**src/hw/rtl/ppseq_ram.sv**
```systemverilog
`timescale 1ns / 1ps
`default_nettype none
// ----------------------------------------------------------------------------
// ppseq_ram
// Single-port-write, single-port-read RAM with registered read data.
// ----------------------------------------------------------------------------
module ppseq_ram #(
  parameter int WIDTH = 32,
  parameter int DEPTH = 16
) (
  input  wire                                      clk,
  input  wire                                      we,
  input  wire [((DEPTH > 1) ? $clog2(DEPTH) : 1)-1:0] waddr,
  input  wire [WIDTH-1:0]                          wdata,
  input  wire                                      re,
  input  wire [((DEPTH > 1) ? $clog2(DEPTH) : 1)-1:0] raddr,
  output logic [WIDTH-1:0]                         rdata
);

  logic [WIDTH-1:0] mem [DEPTH];

  always_ff @(posedge clk) begin
    if (we) begin
      mem[waddr] <= wdata;
    end
    if (re) begin
      rdata <= mem[raddr];
    end
  end

endmodule
`default_nettype wire

```
**config.mk**
```make
export PLATFORM = sky130hd
export DESIGN_NAME = ppseq_ram
export DESIGN_NICKNAME = d
export VERILOG_FILES = /design/src/hw/rtl/ppseq_ram.sv
export SDC_FILE = /design/constraint.sdc
export NUM_CORES = 1
export LEC_CHECK = 0
export ABC_AREA = 1
export BUFFER_PORTS_ARGS = -buffer_cell sky130_fd_sc_hd__buf_2
export CAP_MARGIN = 15
export CORE_ASPECT_RATIO = 1.75
export CORE_MARGIN = 5
export CORE_UTILIZATION = 40
export DETAILED_ROUTE_END_ITERATION = 7
export PLACE_DENSITY = 0.63
export SETUP_SLACK_MARGIN = 0.15
export SLEW_MARGIN = 5
export SYNTH_ARGS = -nofsm -noshare
export SYNTH_HDL_FRONTEND = slang
export SYNTH_SLANG_ARGS = --single-unit
```
**constraint.sdc**
```tcl
create_clock -name clk -period 2.5 [get_ports clk]
set_clock_uncertainty 0.15 [all_clocks]
set_input_delay 0.125 -clock clk [delete_from_list [all_inputs] [get_ports clk]]
set_output_delay 0.125 -clock clk [all_outputs]
set_load 0.02 [all_outputs]
```
==> results.toml, run 1 <==
[power]
leakage_nw = 11.0
p_clk_share_pct = 38.7
p_int_w = 0.0148
p_sw_w = 0.00414
ir_drop_uv = 445
pwr-share-seq_pct = 54.5
swShare_pct = 21.9
power.density_mw_per_mm2 = 721
comb_power_share_pct = 6.8

[global_routing]
grtUsageTotal_pct = 17.7
grt_pass1_wl_mm = 85.4
grt_start_max_net_pins = 136
grt_pass1_vias = 14660
grt_antenna_before_repair = 1
grt-ovfl-total = 0

[routing]
finalWirelength_mm = 56.1
vias_per_cell = 4.91
detail-route-antenna-nets = 0
vias = 14784
drt_pass1_iterations = 7
drtIter0Drc = 1223
drc = 0
wl_per_cell_um = 18.6

[cells_and_area]
final_layout_size_suffix_gt1_share_pct = 9.26
syn2layout_area_growth_pct = 13.9
nets = 2257
multi_input_area_mm2 = 0.00467
antenna_cells = 0
fillCellCount = 5199
seqCellArea_mm2 = 0.0163

[worst_setup_path]
setup.worst_path.class = "input port to register"
crit_path_start_kind = "input port"
cp-end-kind = "register"
worstPathRequired_ns = 2.66
critPathMaxFanout = 17
arrival_ns = 1.82

[sta]
setup-violations-final = 0
period_share_pct = 66.3
worst_hold_slack_ns = 0.0239
rsz0062_at_grt = "false"
hold_violations = 0
finalMaxSlewViolations = 0
slew_headroom_pct = 50.4
worst_slew_pin_slew_ns = 0.745
fmax_ghz = 0.603
tns_ns = 0
fin_crit_ns = 1.66

[logic_synthesis]
synth_mux_area_share_pct = 0
synthSimpleGateAreaFrac_pct = 19.7
synth_common_cells = "nand2_1 (677), edfxtp_1 (544), inv_1 (388), nand3_1 (385), buf_2 (41)"
synth_cell_types = 14
synth_ff_type = "edfxtp_1"
async_reset_ff_share_pct = 0
synth-xor-area-share_pct = 0
yosys.area.top_type_share_pct = 70.9
synth_edf_count = 544
synth_top_family_by_area = "simple AND/OR/NAND/NOR gates"
synth_fp_nets = 2163
synthCells = 2120
syn_avg_cell_area_um2 = 10.9
syn_area_mm2 = 0.0231
synth_compound_area_share_pct = 0
ys_seq_elements = 544
synthTopCellsByArea = "edfxtp_1 (71%), nand2_1 (11%), nand3_1 (8.4%), inv_1 (6.3%), buf_6 (1.4%)"
yosysTopAreaCell = "edfxtp_1"
synth_warnings = 0
synth-seq-area-share_pct = 70.9
synth.most_common_cell = "nand2_1"
synthAdderAreaFrac_pct = 0

[die]
dieArea_mm2 = 0.0627
core-area_mm2 = 0.0572
io_pins = 75
die_w_um = 191
num_rows = 116
start_util_pct = 40.3
die_h_um = 328

[clock_tree]
clockBufferDepth = 3
clock_sinks = 544
cts_hold_buf = 33
cts_resized = 0
clk_pin_slew_ns = 0.07
htreeDepth = 2
cts-root-buf = "clkbuf_16"
clk-insertion-delay-late_ns = 0.58
cts_buffers = 45
cts_tree = "done"
cts_setup_buffers = 0

[job]
timing.max_cap.violations = 0

[place]
hpwl_mm = 31.6
gp_congestion = 0.757
io_buffer_count = 74

[min_path]
hold_path_class = "input port to register"

[run_status]
status = "finished, final reports clean"
-- cells in the final DEF, fill, tap and decap left out, types with 4 or more instances in the layout --
cell	instances
buf_4	25
nand2_1	677
nand3_1	385
inv_1	386
clkbuf_16	47
dlygate4sd3_1	33
edfxtp_1	544
bufinv_16	7
buf_2	72
buf_12	21
clkbuf_1	4
clkinv_2	12
clkinv_1	7
nor2_4	16
-- critical path, cell delays in order --
cell,delay (ns)
dlygate4sd3_1,0.55
buf_2,0.37
clkinv_1,0.15
buf_4,0.28
nand3_1,0.21
nand2_1,0.12
-- registers in the layout (all words and copies together) (netlist names) --
| name | flops |
|---|---|
| mem | 512 |
| rdata | 32 |
-- through the flow --
| step | total power [W] | utilization [%] | worst slack [ns] | instances | cell area (um2) |
|---|---|---|---|---|---|
| 2_1_floorplan | 0.0113 | - | 0.232 | 2120 | 23100 |
| 3_3_place_gp | 0.0118 | 42.7 | 0.624 | 2901 | 24400 |
| 3_5_place_dp | 0.0118 | 42.7 | 0.607 | 2901 | 24400 |
| 4_1_cts | 0.0191 | 45.9 | 0.904 | 3014 | 26300 |
| 5_1_grt | 0.0196 | 45.9 | 0.866 | 3014 | 26300 |
| 6_report | 0.0189 | 45.9 | 0.843 | 3014 | 26300 |
-- metal layers --
metal	vias to the layer above	wire length, um	track usage (%)
li1	7046	-	-
met1	7141	21600	21.5
met2	502	29600	32.2
met3	93	3430	2.38
met4	2	1530	5.75
met5	-	13	0
-- cell type report --
cell class | count | area share [%]
flip-flops and latches | 544 | 62.2
repair buffers | 152 | 4.99
inverters | 390 | 5.60
multi-input cells | 1081 | 17.8
clock buffers | 51 | 4.54
well taps | 767 | 3.65
clock inverters | 29 | 1.24
-- final timing paths --
kind | slack (ns) | cells after the start | startpoint | endpoint
setup / recovery | 0.84 | 6 | raddr[3] | rdata[12]
hold / removal | 0.02 | 1 | re | rdata[0]
setup reg to reg | 1.08 | 6 | mem[3][12] | rdata[12]
hold reg to reg | 0.60 | 6 | mem[7][24] | rdata[24]
-- power by group through the flow --
stage / sequential [W] / combinational (W) / clock (W)
final: 0.0103 / 0.00129 / 0.00733
after global routing: 0.0103 / 0.00142 / 0.00781
after CTS: 0.0103 / 0.00131 / 0.00745
after detailed placement: 0.0105 / 0.00126 / 0
after global placement: 0.0105 / 0.00123 / 0
after floorplan: 0.0106 / 0.000696 / 0
-- cells by family (layout without fill, tap and decap cells) --
| group | Yosys count | after routing |
|---|---|---|
| simple gates | 1081 | 1081 |
| flops | 544 | 544 |
| buf+inv | 495 | 622 |
Note: power is estimated with default switching activity, not from simulation.
==> run 2, diff against run 1 <==
==> constraint.sdc (replaced) <==
create_clock -name clk -period 1.7 [get_ports clk]
set_clock_uncertainty 0.15 [all_clocks]
set_input_delay 0.085 -clock clk [delete_from_list [all_inputs] [get_ports clk]]
set_output_delay 0.085 -clock clk [all_outputs]
set_load 0.02 [all_outputs]
==> run 2 against run 1 <==
Compared with the run above: non-clock buffer count is 20 higher; via count is 0.28% higher; utilization is 0.74 points higher; critical path type is now register to primary output.
==> results.toml, run 2 (same netlist as run 1, synthesis figures left out) <==
[worst_setup_path]
crit_path_top_delay_cell = "edfxtp_1"
worstRegToRegCells = 6
cp-end-kind = "primary output"
rrSetupSlack_ns = 0.42
slowest_delay_ns = 0.48
r2r-start = "mem[1][9]"
r2r-end = "rdata[9]"
worstPathCellList = "buf_2"
cp.depth = 1
cp-startpoint = "rdata[17]"
critical_path.top_delay_family = "flip-flops"
crit_path_start_kind = "register"
worstPathRequired_ns = 1.46
worst-path-buf-inv = 1
arrival_ns = 1.26
critPathMaxFanout = 1
setup.worst_path.class = "register to primary output"
cp-endpoint = "rdata[17]"

[cells_and_area]
final_cell_mix = "nand2_1 (677), edfxtp_1 (544), inv_1 (387), nand3_1 (385), buf_2 (72)"
instances_no_fill = 3037
multi_input_area_mm2 = 0.00467
fillCellCount = 5066
syn2layout_area_growth_pct = 15.8
top_register = "mem"
final_common_cell = "nand2_1"
reg_top3 = "mem (512), rdata (32)"
seqCellArea_mm2 = 0.0163
nets = 2277
fin_area_mm2 = 0.0267
final_layout_size_suffix_gt1_share_pct = 10.0
largest_register_ffs = 512

[power]
comb_power_share_pct = 6.9
p_int_w = 0.0217
ir_drop_uv = 785
leakage_nw = 11.2
p_sw_w = 0.00615
pwr-share-seq_pct = 54.5
power.density_mw_per_mm2 = 1040
swShare_pct = 22.1
p_clk_share_pct = 38.6

[place]
gp_congestion = 0.805
place_inst = 2919
io_buffer_count = 74
postPlaceCellArea_mm2 = 0.0248
hpwl_mm = 30.4

[min_path]
worstHoldPathCells = 6
hold_path_class = "input port to register"

[routing]
drt_pass1_iterations = 5
vias = 14825
drc = 0
wl_per_cell_um = 18.2
finalWirelength_mm = 55.2
vias_per_cell = 4.88
detail-route-antenna-nets = 0
drtIter0Drc = 1069

[die]
start_util_pct = 40.3
die_w_um = 191
num_rows = 116
dieArea_mm2 = 0.0627
io_pins = 75
core-area_mm2 = 0.0572
die_h_um = 328

[global_routing]
grt_pass1_vias = 14708
grt-ovfl-total = 0
grtUsageTotal_pct = 17.6
grt_pass1_wl_mm = 85.1
grt_start_max_net_pins = 83
grt_antenna_before_repair = 1

[clock_tree]
cts_tree = "done"
cts_buffers = 45
clockBufferDepth = 3
htreeDepth = 2
cts-root-buf = "clkbuf_16"
clock_sinks = 544
clk_pin_slew_ns = 0.07
clk-insertion-delay-late_ns = 0.58

[sta]
finalMaxSlewViolations = 0
hold_violations = 0
rsz0062_at_grt = "false"
worst_slew_pin_slew_ns = 0.627
fin_crit_ns = 1.49
period_share_pct = 87.8
slew_headroom_pct = 58.2
fmax_ghz = 0.670
setup-violations-final = 0

[run_status]
status = "finished, final reports clean"

[job]
timing.max_cap.violations = 0
[run 2: changes by cell type in the layout (fill, tap and decap cells not counted), sizes merged]
| cell | before | now |
|---|---|---|
| clkinv | 21 | 16 |
| inv | 390 | 391 |
| bufinv | 7 | 6 |
| diode | 0 | 1 |
| clkbuf | 51 | 54 |
| dlygate4sd3 | 33 | 35 |
| clkinvlp | 1 | 5 |
| buf | 119 | 137 |
[run 2: cell type report]
cell class	instances	area share, %
sequential	544	61.2
multi-input combinational	1081	17.5
timing repair buffer	172	6.52
inverter	390	5.51
clock buffer	54	4.51
tap	767	3.60
clock inverter	28	1.15
antenna	1	0.00938
[run 2: routing by layer]
layer / wire [um] / global-route usage, %
met5: 0 / 0
met4: 1840 / 6.45
met3: 2850 / 2.01
met2: 28700 / 31.6
met1: 21800 / 21.9
[run 2: how the worst min path moves through the flow]
stage | slack (ns) | endpoint | startpoint
4_1_cts | 0.009 | rdata[10] | raddr[1]
5_1_grt | 0.06 | rdata[10] | raddr[1]
2_1_floorplan | 0.03 | mem[0][0] | wdata[0]
3_5_place_dp | 0.31 | mem[5][31] | wdata[31]
6_report | 0.04 | rdata[10] | raddr[1]
3_3_place_gp | 0.31 | mem[5][31] | wdata[31]
[run 2: power by group through the flow]
stage               clock network [W]  logic, W  registers (W)
floorplan                           0   0.00103         0.0155
global placement                    0   0.00184         0.0155
detailed placement                  0   0.00187         0.0155
CTS                            0.0109   0.00195         0.0152
global route                   0.0114   0.00213         0.0152
finish                         0.0107   0.00192         0.0152
[run 2: worst register-to-register path, cell delays in order, from the launching register on]
cell and delay (ns):
edfxtp_1 0.37, inv_1 0.06, nand2_1 0.04, nand3_1 0.09, nand3_1 0.09, nand3_1 0.09, nand2_1 0.11
[run 2: what timing repair did]
action / in CTS / in global routing
gates resized for setup: 0 / 0
buffers inserted: 0 / 0
hold endpoints to repair: 524 / 0
hold buffers: 35 / 0
[run 2: stage by stage]
step / hold slack [ns] / setup TNS (ns) / setup slack (ns) / utilization, % / total power [W]
after floorplan: 0.0339 / -24.96 / -0.0681 / - / 0.0166
after detailed placement: 0.313 / 0 / 0.167 / 43.4 / 0.0174
after global placement: 0.311 / 0 / 0.199 / 43.4 / 0.0173
final: 0.0423 / 0 / 0.207 / 46.7 / 0.0279
after global routing: 0.0617 / 0 / 0.198 / 46.7 / 0.0288
after CTS: 0.00884 / 0 / 0.196 / 46.7 / 0.0281
